===== src/rtl/core/csa_pkg.sv =====
// Package for the contiguous segment allocator: field widths, codes,
// segment entry and controller/datapath command and status types.
// No dependencies.
package csa_pkg;

   localparam int ADDR_W  = 20;
   localparam int SIZE_W  = 21;
   localparam int OWNER_W = 16;
   localparam int FUNC_W  = 2;
   localparam int STRAT_W = 2;
   localparam int STAT_W  = 3;

   localparam logic [SIZE_W-1:0] MEM_DEFAULT = 21'd128;
   localparam logic [SIZE_W-1:0] MEM_LIMIT   = 21'd1048576;

   localparam logic [FUNC_W-1:0] FUNC_ALLOC   = 2'd0;
   localparam logic [FUNC_W-1:0] FUNC_RELEASE = 2'd1;
   localparam logic [FUNC_W-1:0] FUNC_COMPACT = 2'd2;
   localparam logic [FUNC_W-1:0] FUNC_BAD     = 2'd3;

   localparam logic [STRAT_W-1:0] STRAT_FIRST = 2'd0;
   localparam logic [STRAT_W-1:0] STRAT_BEST  = 2'd1;
   localparam logic [STRAT_W-1:0] STRAT_WORST = 2'd2;
   localparam logic [STRAT_W-1:0] STRAT_BAD   = 2'd3;

   localparam logic [STAT_W-1:0] ST_OK       = 3'd0;
   localparam logic [STAT_W-1:0] ST_NOFIT    = 3'd1;
   localparam logic [STAT_W-1:0] ST_NOOWNER  = 3'd2;
   localparam logic [STAT_W-1:0] ST_BADSTRAT = 3'd3;
   localparam logic [STAT_W-1:0] ST_FULL     = 3'd4;

   typedef struct packed {
      logic [ADDR_W-1:0]  start;
      logic [SIZE_W-1:0]  size;
      logic               used;
      logic [OWNER_W-1:0] owner;
   } seg_type;

   localparam int SEG_W = $bits(seg_type);

   typedef struct packed {
      logic init;
      logic start;
      logic scan;
      logic shift_init;
      logic shift;
      logic wr_split;
      logic wr_pick;
      logic tail;
   } cmd_type;

   typedef struct packed {
      logic               scan_done;
      logic               shift_done;
      logic               found;
      logic               exact;
      logic               full;
      logic               req_zero;
      logic [FUNC_W-1:0]  func;
      logic [STRAT_W-1:0] strat;
      logic [ADDR_W-1:0]  pick_start;
      logic [ADDR_W-1:0]  next_addr;
   } stat_type;

endpackage


===== src/rtl/core/csa_controller.sv =====
// Allocator sequencer: operation state machine and response register.
// Depends on csa_pkg.
module csa_controller (
   input  logic                        clock,
   input  logic                        reset,
   input  logic                        csr_write_enable,
   input  logic                        req_valid,
   output logic                        req_ready,
   output logic                        rsp_valid,
   input  logic                        rsp_ready,
   output logic [csa_pkg::STAT_W-1:0]  rsp_status,
   output logic [csa_pkg::ADDR_W-1:0]  rsp_address,
   output csa_pkg::cmd_type            cmd,
   input  csa_pkg::stat_type           stat
);
   localparam logic [2:0] S_INIT   = 3'd0;
   localparam logic [2:0] S_IDLE   = 3'd1;
   localparam logic [2:0] S_SCAN   = 3'd2;
   localparam logic [2:0] S_DECIDE = 3'd3;
   localparam logic [2:0] S_SHIFT  = 3'd4;
   localparam logic [2:0] S_SPLIT  = 3'd5;
   localparam logic [2:0] S_PICK   = 3'd6;
   localparam logic [2:0] S_DONE   = 3'd7;

   logic [2:0] state_ff, state_in;
   logic       init_pend_ff, init_pend_in;
   logic       rsp_valid_ff, rsp_valid_in;
   logic [csa_pkg::STAT_W-1:0] rsp_status_ff, rsp_status_in, res_status_ff, res_status_in;
   logic [csa_pkg::ADDR_W-1:0] rsp_address_ff, rsp_address_in, res_addr_ff, res_addr_in;

   assign req_ready = state_ff == S_IDLE && !init_pend_ff;

   always_comb begin
      state_in = state_ff;
      init_pend_in = init_pend_ff;
      rsp_valid_in = rsp_valid_ff && !rsp_ready;
      rsp_status_in = rsp_status_ff;
      rsp_address_in = rsp_address_ff;
      res_status_in = res_status_ff;
      res_addr_in = res_addr_ff;
      cmd = '0;

      case (state_ff)
         S_INIT: begin
            cmd.init = 1'b1;
            init_pend_in = 1'b0;
            state_in = S_IDLE;
         end
         S_IDLE: begin
            if (init_pend_ff) begin
               state_in = S_INIT;
            end else if (req_valid) begin
               cmd.start = 1'b1;
               state_in = S_SCAN;
            end
         end
         S_SCAN: begin
            cmd.scan = 1'b1;
            if (stat.scan_done) begin
               state_in = S_DECIDE;
            end
         end
         S_DECIDE: begin
            res_addr_in = '0;
            state_in = S_DONE;
            case (stat.func)
               csa_pkg::FUNC_ALLOC: begin
                  if (stat.strat == csa_pkg::STRAT_BAD) begin
                     res_status_in = csa_pkg::ST_BADSTRAT;
                  end else if (stat.req_zero || !stat.found) begin
                     res_status_in = csa_pkg::ST_NOFIT;
                  end else if (stat.exact) begin
                     res_status_in = csa_pkg::ST_OK;
                     res_addr_in = stat.pick_start;
                     state_in = S_PICK;
                  end else if (stat.full) begin
                     res_status_in = csa_pkg::ST_FULL;
                  end else begin
                     res_status_in = csa_pkg::ST_OK;
                     res_addr_in = stat.pick_start;
                     cmd.shift_init = 1'b1;
                     state_in = S_SHIFT;
                  end
               end
               csa_pkg::FUNC_RELEASE: begin
                  if (stat.found) begin
                     res_status_in = csa_pkg::ST_OK;
                     res_addr_in = stat.pick_start;
                     state_in = S_PICK;
                  end else begin
                     res_status_in = csa_pkg::ST_NOOWNER;
                  end
               end
               csa_pkg::FUNC_COMPACT: begin
                  cmd.tail = 1'b1;
                  res_status_in = csa_pkg::ST_OK;
                  res_addr_in = stat.next_addr;
               end
               default: begin
                  res_status_in = csa_pkg::ST_BADSTRAT;
               end
            endcase
         end
         S_SHIFT: begin
            cmd.shift = 1'b1;
            if (stat.shift_done) begin
               state_in = S_SPLIT;
            end
         end
         S_SPLIT: begin
            cmd.wr_split = 1'b1;
            state_in = S_PICK;
         end
         S_PICK: begin
            cmd.wr_pick = 1'b1;
            state_in = S_DONE;
         end
         S_DONE: begin
            if (!rsp_valid_ff || rsp_ready) begin
               rsp_valid_in = 1'b1;
               rsp_status_in = res_status_ff;
               rsp_address_in = res_addr_ff;
               state_in = S_IDLE;
            end
         end
         default: begin
            state_in = S_IDLE;
         end
      endcase

      if (csr_write_enable) begin
         init_pend_in = 1'b1;
      end
   end

   always_ff @(posedge clock) begin
      if (reset) begin
         state_ff <= S_INIT;
         init_pend_ff <= 1'b0;
         rsp_valid_ff <= 1'b0;
      end else begin
         state_ff <= state_in;
         init_pend_ff <= init_pend_in;
         rsp_valid_ff <= rsp_valid_in;
      end
      rsp_status_ff <= rsp_status_in;
      rsp_address_ff <= rsp_address_in;
      res_status_ff <= res_status_in;
      res_addr_ff <= res_addr_in;
   end

   assign rsp_valid = rsp_valid_ff;
   assign rsp_status = rsp_status_ff;
   assign rsp_address = rsp_address_ff;
endmodule


===== config.mk =====
export PLATFORM = sky130hd
export DESIGN_NAME = csa_controller
export DESIGN_NICKNAME = d
export VERILOG_FILES = /design/src/rtl/core/csa_pkg.sv /design/src/rtl/core/csa_controller.sv
export SDC_FILE = /design/constraint.sdc
export NUM_CORES = 1
export LEC_CHECK = 0
export ABC_AREA = 1
export BUFFER_PORTS_ARGS = -buffer_cell sky130_fd_sc_hd__buf_2
export CORE_UTILIZATION = 44
export DETAILED_ROUTE_END_ITERATION = 8
export HOLD_SLACK_MARGIN = 0.02
export PLACE_DENSITY = 0.8
export SLEW_MARGIN = 0
export SYNTH_ARGS = -nofsm -noshare
export SYNTH_HDL_FRONTEND = slang
export SYNTH_SLANG_ARGS = --single-unit

===== constraint.sdc =====
create_clock -name clock -period 5.2 [get_ports clock]
set_input_delay 0.26 -clock clock [delete_from_list [all_inputs] [get_ports clock]]
set_output_delay 0.26 -clock clock [all_outputs]
set_load 0.02 [all_outputs]

==> impl_metrics.env <==
export IMPL_outcome="finished clean"
export IMPL_ir_worst_vdd_v=0.000231
export IMPL_cts_root_buffer="clkbuf_8"
export IMPL_yosys_top_cells_area="edfxtp_1 62%, nand2_1 11%, a21oi_1 5.0%"
export IMPL_synth_common_cells="62 x nand2_1, 46 x edfxtp_1, 22 x a21oi_1, 18 x inv_1, 16 x nor2_1"
export IMPL_antenna_found_initial=0
export IMPL_start_util_pct=46.2
export IMPL_register_area_sq_um=1480
export IMPL_via_count=1709
export IMPL_start_kind="flip-flop"
export IMPL_hp_class="in -> reg"
export IMPL_cts_tree="done"
export IMPL_r2r_start="state_ff[0]$_SDFFE_PP0P_"
export IMPL_cp_startpoint="state_ff[0]$_SDFFE_PP0P_"
export IMPL_highest_layer="met4"
export IMPL_rsz0062_at_grt="no"
export IMPL_slew_headroom_pct=47.7
export IMPL_viasPerCell=4.71
export IMPL_p_leak_nw=1.21
export IMPL_fp_dieArea_sq_um=5320
export IMPL_gr_usage_all_layers_pct=17.5
export IMPL_dp_hpwl_um=3190
export IMPL_grt_pass1_wl_um=6870
export IMPL_drive_above_1_share_pct=36.1
export IMPL_hold_start="reset"
export IMPL_crit_fanout=24
export IMPL_grt_max_degree=25
export IMPL_postSynthCellCount=207
export IMPL_wl_um=4300
export IMPL_post_synth_top_count_cell="nand2_1"
export IMPL_synth_edff_count=46
export IMPL_multiInputGateArea_sq_um=611
export IMPL_worstSetupEndpointType="output pin"
export IMPL_synth_distinct_cells=27
export IMPL_cts_hold_buffers_added=0
export IMPL_ys_warn_count=0
export IMPL_routedLengthMet1_um=1680
export IMPL_clockBufferDepth=2
export IMPL_clock_latency_ns=0.30
export IMPL_coreArea_sq_um=4790
export IMPL_place_congestion=0.885
export IMPL_synth_top_area_share_pct=62.4
export IMPL_die_h_um=72.9
export IMPL_syn_area_per_cell_sq_um=10.7
export IMPL_grt_ovfl_total=0
export IMPL_maxCapViolCount=0
export IMPL_holdPathStages=2
export IMPL_drtIter0Drc=116
export IMPL_synth_async_reset_ratio_pct=0
export IMPL_yosysSeqAreaShare_pct=66.9
export IMPL_layout_min_cycle_time_ns=2.11
export IMPL_portBuffers=87
export IMPL_nNetsFinal=354
export IMPL_crit_required_ns=4.94
export IMPL_rrSetupSlack_ns=3.51
export IMPL_cts_buffers=5
export IMPL_wl_met2_um=2230
export IMPL_synthToLayoutAreaGrowth_pct=25.9
export IMPL_slew_violations=0
export IMPL_fin_util_pct=58.2
export IMPL_worstPathArrival_ns=1.85
export IMPL_rows=25
export IMPL_cts_setup_buffers=0
export IMPL_critPathKind="reg -> out"
export IMPL_cts_sinks=51
export IMPL_fill_cells=426
export IMPL_ant_nets=0
export IMPL_rr_worst_depth=7
export IMPL_antenna_diode_count=0
export IMPL_route_met3_wl_um=218
export IMPL_fp_dieW_um=72.9
export IMPL_tns_ns=0
export IMPL_p_per_area_nw_per_um2=343
export IMPL_hold_viol_final=0
export IMPL_worst_pin_slew_ns=0.784
export IMPL_cts_htree_levels=2
export IMPL_setup_viol=0
export IMPL_ys_flop_type="edfxtp_1"
export IMPL_clkTransAtPathRegs_ns=0.08
export IMPL_drc=0
export IMPL_synth_area_sq_um=2210
export IMPL_cts_resized=0
export IMPL_synth_top_area_cell="edfxtp_1"
export IMPL_wire_per_inst_um=11.8
export IMPL_io_pins=88
export IMPL_dr_pass1_iters=4
export IMPL_ys_ff_latch=51
export IMPL_fin_skew_ns=0.00302
export IMPL_grt_pass1_vias=1648
export IMPL_fmax_mhz=473
export IMPL_syn_num_nets=266
export IMPL_timing_final_crit_share_pct=40.6
==> where the power goes <==
group	total, W	internal [W]	switching [W]
logic	0.000219	0.0000752	0.000144
registers	0.000524	0.000495	0.0000288
clock network	0.000213	0.0000915	0.000121
total	0.000955	0.000661	0.000294
==> worst max-delay path, cell delays in order, from the launching register on <==
cell and delay [ns]:
dfxtp_1 0.44, nand2_2 0.14, nor2_4 0.57, inv_2 0.12, nor2_1 0.12, buf_2 0.16
==> per-stage QoR <==
step	area, sq um	instances	power (W)	worst slack, ns	hold WS (ns)
floorplan	2210	207	0.000686	2.61	0.332
global placement	2700	355	0.000746	3.44	0.402
detailed placement	2700	355	0.000753	3.40	0.405
CTS	2790	363	0.000962	3.06	0.121
global route	2790	363	0.00101	2.93	0.126
finish	2790	363	0.000955	3.09	0.128
==> final cells by class <==
type	instances	area share [%]
multi-input cells	127	21.9
clock inverters	3	0.539
inverters	22	3.05
clock buffers	5	2.47
flip-flops and latches	51	53.1
well taps	67	3.01
repair buffers	88	15.9
==> sequential cells by signal, summed over array words and instances (netlist names) <==
signal / flops
res_addr_ff: 20
rsp_address: 20
res_status_ff: 3
rsp_status: 3
state_ff: 3
init_pend_ff: 1
rsp_valid: 1
==> path summary, 6_finish.rpt <==
path,end
setup / recovery,cmd[4]
hold / removal,init_pend_ff$_SDFFE_PP0P_
setup reg to reg,state_ff[1]$_SDFFE_PP0P_
hold reg to reg,rsp_address[15]$_DFFE_PP_
==> cells in the final DEF (no fill, tap or decap) <==
cell type	netlist	final
nor2_1	16	16
inv_4	1	1
nand3_2	2	2
o21ai_0	1	1
clkbuf_8	0	5
ha_1	4	4
inv_1	18	18
a21oi_1	22	22
nor3_2	1	2
inv_2	2	2
nand4_1	1	1
clkinvlp_4	0	1
a31oi_1	1	1
nor2_4	1	1
nand3_1	3	3
buf_2	0	87
o21ai_1	1	1
nand2_1	62	62
dfxtp_1	5	5
nand2_2	2	2
clkinv_1	1	3
o21a_1	1	1
edfxtp_1	46	46
a21boi_0	1	1
nor2_2	3	3
buf_4	2	1
nor3_1	4	3
o21bai_1	1	1
==> routing by layer <==
layer	vias to the layer above	track usage (%)
met5	-	0
met4	0	10.5
met3	15	3.73
met2	61	31.8
met1	773	18.6
li1	860	-
==> logic make-up after synthesis <==
kind of cell / Yosys count / synth area share (%)
flip-flops: 51 / 66.9
AND/OR/NAND/NOR: 95 / 18.4
adder cells (fa/ha/maj): 4 / 2.26
buffers and inverters: 29 / 5.71
AO/OA/AOI/OAI: 28 / 6.73
Note: power is estimated with default switching activity, not from simulation.
