==> config.mk <==
export PLATFORM = sky130hd
export DESIGN_NAME = csa_datapath
export DESIGN_NICKNAME = d
export VERILOG_FILES = /design/src/rtl/core/csa_pkg.sv /design/src/rtl/core/csa_ram.sv /design/src/rtl/core/csa_datapath.sv
export SDC_FILE = /design/constraint.sdc
export NUM_CORES = 2
export LEC_CHECK = 0
export BUFFER_PORTS_ARGS = -buffer_cell sky130_fd_sc_hd__buf_2
export CAP_MARGIN = 20
export CORE_MARGIN = 2
export CORE_UTILIZATION = 40
export DETAILED_ROUTE_END_ITERATION = 12
export PLACE_DENSITY = 0.55
export SETUP_SLACK_MARGIN = 0.15
export SLEW_MARGIN = 10
export SYNTH_ARGS = -nofsm -noshare
export SYNTH_HDL_FRONTEND = slang
export SYNTH_SLANG_ARGS = --single-unit
export TNS_END_PERCENT = 20
==> constraint.sdc <==
create_clock -name clock -period 7.6 [get_ports clock]
set_clock_uncertainty 0.15 [all_clocks]
set_input_delay 1.14 -clock clock [delete_from_list [all_inputs] [get_ports clock]]
set_output_delay 1.14 -clock clock [all_outputs]
set_load 0.1 [all_outputs]
==> src/rtl/core/csa_pkg.sv <==
// Package for the contiguous segment allocator: field widths, codes,
// segment entry and controller/datapath command and status types.
// No dependencies.
package csa_pkg;

   localparam int ADDR_W  = 20;
   localparam int SIZE_W  = 21;
   localparam int OWNER_W = 16;
   localparam int FUNC_W  = 2;
   localparam int STRAT_W = 2;
   localparam int STAT_W  = 3;

   localparam logic [SIZE_W-1:0] MEM_DEFAULT = 21'd128;
   localparam logic [SIZE_W-1:0] MEM_LIMIT   = 21'd1048576;

   localparam logic [FUNC_W-1:0] FUNC_ALLOC   = 2'd0;
   localparam logic [FUNC_W-1:0] FUNC_RELEASE = 2'd1;
   localparam logic [FUNC_W-1:0] FUNC_COMPACT = 2'd2;
   localparam logic [FUNC_W-1:0] FUNC_BAD     = 2'd3;

   localparam logic [STRAT_W-1:0] STRAT_FIRST = 2'd0;
   localparam logic [STRAT_W-1:0] STRAT_BEST  = 2'd1;
   localparam logic [STRAT_W-1:0] STRAT_WORST = 2'd2;
   localparam logic [STRAT_W-1:0] STRAT_BAD   = 2'd3;

   localparam logic [STAT_W-1:0] ST_OK       = 3'd0;
   localparam logic [STAT_W-1:0] ST_NOFIT    = 3'd1;
   localparam logic [STAT_W-1:0] ST_NOOWNER  = 3'd2;
   localparam logic [STAT_W-1:0] ST_BADSTRAT = 3'd3;
   localparam logic [STAT_W-1:0] ST_FULL     = 3'd4;

   typedef struct packed {
      logic [ADDR_W-1:0]  start;
      logic [SIZE_W-1:0]  size;
      logic               used;
      logic [OWNER_W-1:0] owner;
   } seg_type;

   localparam int SEG_W = $bits(seg_type);

   typedef struct packed {
      logic init;
      logic start;
      logic scan;
      logic shift_init;
      logic shift;
      logic wr_split;
      logic wr_pick;
      logic tail;
   } cmd_type;

   typedef struct packed {
      logic               scan_done;
      logic               shift_done;
      logic               found;
      logic               exact;
      logic               full;
      logic               req_zero;
      logic [FUNC_W-1:0]  func;
      logic [STRAT_W-1:0] strat;
      logic [ADDR_W-1:0]  pick_start;
      logic [ADDR_W-1:0]  next_addr;
   } stat_type;

endpackage

==> src/rtl/core/csa_ram.sv <==
// Generic single write port, single read port RAM with registered read.
// No dependencies.
module csa_ram #(
   parameter int WIDTH = 8,
   parameter int DEPTH = 64
) (
   input  logic                     clock,
   input  logic                     wr_en,
   input  logic [$clog2(DEPTH)-1:0] wr_addr,
   input  logic [WIDTH-1:0]         wr_data,
   input  logic [$clog2(DEPTH)-1:0] rd_addr,
   output logic [WIDTH-1:0]         rd_data
);
   logic [WIDTH-1:0] mem [DEPTH];
   logic [WIDTH-1:0] rd_data_ff;

   always_ff @(posedge clock) begin
      if (wr_en) begin
         mem[wr_addr] <= wr_data;
      end
      rd_data_ff <= mem[rd_addr];
   end

   assign rd_data = rd_data_ff;
endmodule

==> src/rtl/core/csa_datapath.sv <==
// Segment table datapath: table RAM, scan/shift cursors, pick registers.
// Depends on csa_pkg and csa_ram.
module csa_datapath #(
   parameter int MAX_SEGMENTS = 64
) (
   input  logic                         clock,
   input  logic                         reset,
   input  logic                         csr_write_enable,
   input  logic [csa_pkg::SIZE_W-1:0]   csr_write_data,
   input  logic [csa_pkg::FUNC_W-1:0]   in_func,
   input  logic [csa_pkg::OWNER_W-1:0]  in_owner,
   input  logic [csa_pkg::SIZE_W-1:0]   in_size,
   input  logic [csa_pkg::STRAT_W-1:0]  in_strat,
   input  csa_pkg::cmd_type             cmd,
   output csa_pkg::stat_type            stat
);
   localparam int IW = $clog2(MAX_SEGMENTS);
   localparam int CW = $clog2(MAX_SEGMENTS + 1);
   localparam logic [CW-1:0] MAX_C = CW'(MAX_SEGMENTS);

   logic [csa_pkg::SIZE_W-1:0]  mem_size_ff, mem_size_in;
   logic [csa_pkg::FUNC_W-1:0]  func_ff, func_in;
   logic [csa_pkg::OWNER_W-1:0] owner_ff, owner_in;
   logic [csa_pkg::SIZE_W-1:0]  req_ff, req_in;
   logic [csa_pkg::STRAT_W-1:0] strat_ff, strat_in;
   logic [CW-1:0] count_ff, count_in;
   logic [CW-1:0] idx_ff, idx_in;
   logic [CW-1:0] eval_idx_ff, eval_idx_in;
   logic [CW-1:0] pick_ff, pick_in;
   logic [CW-1:0] w_ff, w_in;
   logic          eval_ff, eval_in;
   logic          found_ff, found_in;
   logic [csa_pkg::ADDR_W-1:0]  pick_start_ff, pick_start_in;
   logic [csa_pkg::SIZE_W-1:0]  pick_size_ff, pick_size_in;
   logic [csa_pkg::SIZE_W-1:0]  next_ff, next_in;

   logic                 we;
   logic [IW-1:0]        waddr, raddr;
   csa_pkg::seg_type     wdata, rd;
   logic [csa_pkg::SEG_W-1:0] rdata;
   logic [csa_pkg::SIZE_W-1:0] csr_value;
   logic [CW-1:0]        pick_next;
   logic                 take;

   assign rd = csa_pkg::seg_type'(rdata);
   assign pick_next = CW'(pick_ff + 1'b1);

   always_comb begin
      csr_value = csr_write_data;
      if (csr_write_data == '0 || csr_write_data > csa_pkg::MEM_LIMIT) begin
         csr_value = csa_pkg::MEM_DEFAULT;
      end
   end

   always_comb begin
      mem_size_in = csr_write_enable ? csr_value : mem_size_ff;
      func_in = func_ff;
      owner_in = owner_ff;
      req_in = req_ff;
      strat_in = strat_ff;
      count_in = count_ff;
      idx_in = idx_ff;
      eval_idx_in = eval_idx_ff;
      pick_in = pick_ff;
      w_in = w_ff;
      eval_in = eval_ff;
      found_in = found_ff;
      pick_start_in = pick_start_ff;
      pick_size_in = pick_size_ff;
      next_in = next_ff;
      we = 1'b0;
      waddr = '0;
      wdata = '0;
      raddr = '0;
      take = 1'b0;

      if (cmd.init) begin
         we = 1'b1;
         wdata.size = mem_size_ff;
         count_in = CW'(1);
      end

      if (cmd.start) begin
         func_in = in_func;
         owner_in = in_owner;
         req_in = in_size;
         strat_in = in_strat;
         idx_in = '0;
         eval_in = 1'b0;
         found_in = 1'b0;
         next_in = '0;
         w_in = '0;
      end

      if (cmd.scan) begin
         eval_in = idx_ff < count_ff;
         raddr = idx_ff[IW-1:0];
         eval_idx_in = idx_ff;
         if (idx_ff < count_ff) begin
            idx_in = CW'(idx_ff + 1'b1);
         end
         if (eval_ff) begin
            case (func_ff)
               csa_pkg::FUNC_ALLOC: begin
                  if (!rd.used && rd.size >= req_ff) begin
                     take = !found_ff
                        || (strat_ff == csa_pkg::STRAT_BEST && rd.size < pick_size_ff)
                        || (strat_ff == csa_pkg::STRAT_WORST && rd.size > pick_size_ff);
                  end
               end
               csa_pkg::FUNC_RELEASE: begin
                  take = rd.used && rd.owner == owner_ff && !found_ff;
               end
               csa_pkg::FUNC_COMPACT: begin
                  if (rd.used) begin
                     we = 1'b1;
                     waddr = w_ff[IW-1:0];
                     wdata.start = next_ff[csa_pkg::ADDR_W-1:0];
                     wdata.size = rd.size;
                     wdata.used = 1'b1;
                     wdata.owner = rd.owner;
                     next_in = csa_pkg::SIZE_W'(next_ff + rd.size);
                     w_in = CW'(w_ff + 1'b1);
                  end
               end
               default: begin
                  take = 1'b0;
               end
            endcase
            if (take) begin
               found_in = 1'b1;
               pick_in = eval_idx_ff;
               pick_start_in = rd.start;
               pick_size_in = rd.size;
            end
         end
      end

      if (cmd.shift_init) begin
         idx_in = count_ff;
         eval_in = 1'b0;
      end

      if (cmd.shift) begin
         eval_in = idx_ff > pick_next;
         if (idx_ff > pick_next) begin
            raddr = IW'(idx_ff - 1'b1);
            eval_idx_in = idx_ff;
            idx_in = CW'(idx_ff - 1'b1);
         end
         if (eval_ff) begin
            we = 1'b1;
            waddr = eval_idx_ff[IW-1:0];
            wdata = rd;
         end
      end

      if (cmd.wr_split) begin
         we = 1'b1;
         waddr = pick_next[IW-1:0];
         wdata.start = csa_pkg::ADDR_W'(pick_start_ff + req_ff[csa_pkg::ADDR_W-1:0]);
         wdata.size = csa_pkg::SIZE_W'(pick_size_ff - req_ff);
         count_in = CW'(count_ff + 1'b1);
      end

      if (cmd.wr_pick) begin
         we = 1'b1;
         waddr = pick_ff[IW-1:0];
         wdata.start = pick_start_ff;
         if (func_ff == csa_pkg::FUNC_ALLOC) begin
            wdata.size = req_ff;
            wdata.used = 1'b1;
            wdata.owner = owner_ff;
         end else begin
            wdata.size = pick_size_ff;
         end
      end

      if (cmd.tail) begin
         count_in = w_ff;
         if (next_ff < mem_size_ff && w_ff < MAX_C) begin
            we = 1'b1;
            waddr = w_ff[IW-1:0];
            wdata.start = next_ff[csa_pkg::ADDR_W-1:0];
            wdata.size = csa_pkg::SIZE_W'(mem_size_ff - next_ff);
            count_in = CW'(w_ff + 1'b1);
         end
      end
   end

   always_ff @(posedge clock) begin
      if (reset) begin
         mem_size_ff <= csa_pkg::MEM_DEFAULT;
         count_ff <= CW'(1);
         eval_ff <= 1'b0;
         found_ff <= 1'b0;
         idx_ff <= '0;
      end else begin
         mem_size_ff <= mem_size_in;
         count_ff <= count_in;
         eval_ff <= eval_in;
         found_ff <= found_in;
         idx_ff <= idx_in;
      end
      func_ff <= func_in;
      owner_ff <= owner_in;
      req_ff <= req_in;
      strat_ff <= strat_in;
      eval_idx_ff <= eval_idx_in;
      pick_ff <= pick_in;
      w_ff <= w_in;
      pick_start_ff <= pick_start_in;
      pick_size_ff <= pick_size_in;
      next_ff <= next_in;
   end

   csa_ram #(
      .WIDTH(csa_pkg::SEG_W),
      .DEPTH(MAX_SEGMENTS)
   ) u_table (
      .clock(clock),
      .wr_en(we),
      .wr_addr(waddr),
      .wr_data(wdata),
      .rd_addr(raddr),
      .rd_data(rdata)
   );

   always_comb begin
      stat.scan_done = !(idx_ff < count_ff) && !eval_ff;
      stat.shift_done = !(idx_ff > pick_next) && !eval_ff;
      stat.found = found_ff;
      stat.exact = pick_size_ff == req_ff;
      stat.full = count_ff >= MAX_C;
      stat.req_zero = req_ff == '0;
      stat.func = func_ff;
      stat.strat = strat_ff;
      stat.pick_start = pick_start_ff;
      stat.next_addr = next_ff[csa_pkg::ADDR_W-1:0];
   end
endmodule

==> summary.log <==
qor: floorplanning.die_area 403000 um2
qor: run_status.status finished with violations
qor: detailed_routing.routedWlPerCell 33.0 um
qor: floorplanning.floorplan.core_area 396000 um2
qor: detailed_routing.via_total_after_detailed_routing 104000
qor: critical_path.timing.critical_path.arrival 7.03 ns
qor: clock_network.clock-sinks 3931
qor: detailed_routing.first_pass_iters 10
qor: critical_path.crit_path_max_fanout 60
qor: critical_path.rr_startpoint pick_ff[0]
qor: synth.asyncSetResetFlopFracSynth 0
qor: placement.portBuffers 122
qor: floorplanning.die_y 635 um
qor: detailed_routing.detail_route.vias_per_cell 6.03
qor: clock_network.cts_htree_levels 5
qor: run_status.violations DRC
qor: min_path.timing.hold.worst.class input port to flip-flop
qor: floorplanning.dieWidth 635 um
qor: sta.worst_hold_slack 0.182 ns
qor: critical_path.crit_path_capture_type flip-flop
qor: detailed_routing.starting_drc_count_in_detailed_routing 15300
qor: pwr.vdd.ir_drop.worst 0.000206 V
qor: critical_path.worst_r2r_endpoint u_table.rd_data[52]
qor: cells_and_area.share_of_cells_above_drive_strength_1 0.110
qor: critical_path.worst_path_max_delay_cell o21ai_4
qor: sta.final.setup.worst_slack 1.25 ns
qor: critical_path.critical_path_required 8.29 ns
qor: critical_path.critical-path-max-stage-delay 0.86 ns
qor: min_path.min_delay_worst_endpoint req_ff[19]
qor: critical_path.critical_path_class flip-flop to flip-flop
qor: global_routing.grt_pass1_wl 780000 um
qor: cells_and_area.mostFrequentLayoutCells edfxtp_1, nand2_1, nand3_1
qor: clock_network.tritoncts yes
qor: clock_network.max-clock-path-buffers 4
qor: placement.detailed_place_hpwl 326000 um
qor: synth.syn_area 159000 um2
qor: sta.max_freq 158 MHz
qor: sta.hold_viol 0
qor: clock_network.clock_pin_slew_on_the_worst_setup_and_hold_paths 0.06 ns
qor: global_routing.global_route.usage.total 0.275
qor: clock_network.cts_made_buffers 405
qor: synth.synthDominantAreaCellType edfxtp_1
qor: critical_path.timing.critical_path.cells ha_1 -> nand3_1 -> xnor2_1 -> ha_1 -> a211o_1 -> a21oi_2 -> a21oi_2 -> o21ai_4 -> buf_12 -> buf_4 -> mux2i_1 -> o22ai_1 -> o21ai_0 -> nand3_1 -> or4_1
qor: critical_path.setup.reg_to_reg.worst_slack 1.25 ns
qor: synth.postSynth.topFlopCell edfxtp_1
qor: run.max_cap_viol_count 0
qor: placement.globalplace.congestion 0.924
qor: global_routing.grt_antenna_before_repair 40
qor: critical_path.critical_path.startpoint_type flip-flop
qor: global_routing.grt_util_met3 0.0601
qor: min_path.hold_depth 1
qor: placement.dp_worst_setup_slack 1.38 ns
qor: cells_and_area.layout.cells.most_common edfxtp_1
qor: sta.worst-slew-pin-transition 1.23 ns
qor: pwr.power_per_cell_area 299 nW/um2
qor: sta.final.period_utilization 0.835
qor: global_routing.global_route.usage.met2 0.427
qor: sta.unrepaired_setup_endpoints_after_global_routing no
qor: critical_path.reg2reg_depth 15
qor: sta.timing.final.max_slew_violations 0
qor: synth.synth.distinct_cells 91
qor: sta.period_minus_slack 6.35 ns
qor: sta.worst_slew_slack_as_a_fraction_of_its_limit 0.180
qor: floorplanning.initial_utilization 0.402
qor: global_routing.grt_start_max_net_pins 149
qor: clock_network.number_of_gates_resized_after_cts 0
qor: synth.ys_warn_count 0
qor: pwr.p_leak 64.3 nW
qor: synth.synth-edff-count 3801
qor: synth.yosysSeqAreaShare 0.734
qor: global_routing.grt_overflow_total 0
qor: global_routing.grt_pass1_vias 97400
qor: min_path.min-delay-start in_size[19]
qor: sta.report.final.setup_viol 0
qor: cells_and_area.layout.nets 11800
qor: global_routing.globalRoute.busiestLayer met2
qor: clock_network.clk_latency 1.00 ns
qor: synth.syn_nets 11600
qor: synth.ys_seq_elements 3931
qor: placement.dp_cells 16400
qor: synth.post_synth_main_area_contributors edfxtp_1, mux2i_1, nand2_1
qor: clock_network.post-cts-setup-buffers 0
qor: detailed_routing.postRouteAntennaNets 0
qor: global_routing.grtUsageMet1 0.382
qor: cells_and_area.post_layout_nonfiller_instances 17200
qor: clock_network.hold_buffers 0
qor: detailed_routing.route.final.wire_length 568000 um
qor: cells_and_area.finalCoreUtilization 0.460
qor: clock_network.cts_root_buf clkbuf_16
qor: synth.synth_top_area_share 0.718
qor: synth.syn_avg_cell_area 14.0 um2
qor: detailed_routing.drc 1
qor: floorplanning.io-pin-count 123
qor: synth.postSynthCellCount 11300
qor: floorplanning.num_rows 231
qor: cells_and_area.synth_to_final_area_change 14.5%
registers in the layout (all words and copies together) (netlist names):
register and flops:
pick_ff 7, eval_idx_ff 7, pick_size_ff 21, u_table.rd_data 58, pick_start_ff 20, idx_ff 7, next_ff 21, func_ff 2
w_ff 7, found_ff 1, mem_size_ff 21, count_ff 7, req_ff 21, owner_ff 16, eval_ff 1, u_table.mem 3712
strat_ff 2
cell families after synthesis:
family                     share of synthesized area
and+or+nand+nor                                0.115
DFF                                            0.734
AOI/OAI and AO/OA                             0.0517
muxes                                         0.0603
buffers and inverters                         0.0223
adders and majority gates                     0.0116
xor gates and xnor gates                     0.00534
Yosys cell counts, drive strengths merged (76+ instances only):
library cell  number
a21oi            197
buf              357
clkbuf           333
dfxtp            130
edfxtp          3801
ha               141
inv              104
mux2i            947
nand2           2077
nand3           1490
nand4             76
nor2             186
o21ai            342
o22ai            451
worst max-delay path: cells and delay by family, from the launching register on:
| family | cells | cell delay, ns |
|---|---|---|
| AO/OA/AOI/OAI | 6 | 2.18 |
| buffers and inverters | 2 | 1.15 |
| adder cells (fa/ha/maj) | 2 | 0.61 |
| multiplexers | 1 | 0.31 |
| flip-flops | 1 | 0.45 |
| XOR/XNOR | 1 | 0.28 |
| AND/OR/NAND/NOR | 3 | 0.91 |
power by group:
part	switching, mW	leakage, nW	internal [mW]	total, mW
registers	0.788	35.8	25.3	26.1
logic	5.95	22.0	2.15	8.10
clock network	8.60	6.53	11.7	20.3
metal layers:
layer,wire length [um],share of wire
met5,147,0.00026
met2,257000,0.45
met4,22200,0.039
met3,62000,0.11
met1,227000,0.40
worst max path at each step:
stage / slack (ns) / startpoint / endpoint / cells after the start
final: 1.25 / pick_ff[0] / u_table.rd_data[52] / 15
after global routing: 1.02 / pick_ff[0] / u_table.rd_data[52] / 15
after CTS: 1.29 / pick_ff[0] / u_table.rd_data[52] / 15
after detailed placement: 1.38 / pick_ff[0] / u_table.rd_data[52] / 15
after global placement: 1.33 / pick_ff[0] / u_table.rd_data[52] / 15
after floorplan: -0.24 / pick_start_ff[0] / u_table.mem[0][54] / 12
stage by stage:
step           power (mW)  area [um2]  setup TNS, ns
2_1_floorplan        30.6      159000         -15.15
5_1_grt              55.9      182000              0
3_5_place_dp         34.5      169000              0
4_1_cts              54.5      182000              0
3_3_place_gp         34.3      169000              0
6_report             54.5      182000              0
cell type report:
cell class	count	area, um2
sequential	3931	117000
antenna	17	42.5
inverter	105	394
fill	34500	214000
clock inverter	263	2810
multi-input combinational	6623	40200
tap	5242	6560
timing repair buffer	513	4820
clock buffer	489	10600
Power figures use the tool's default switching activity.
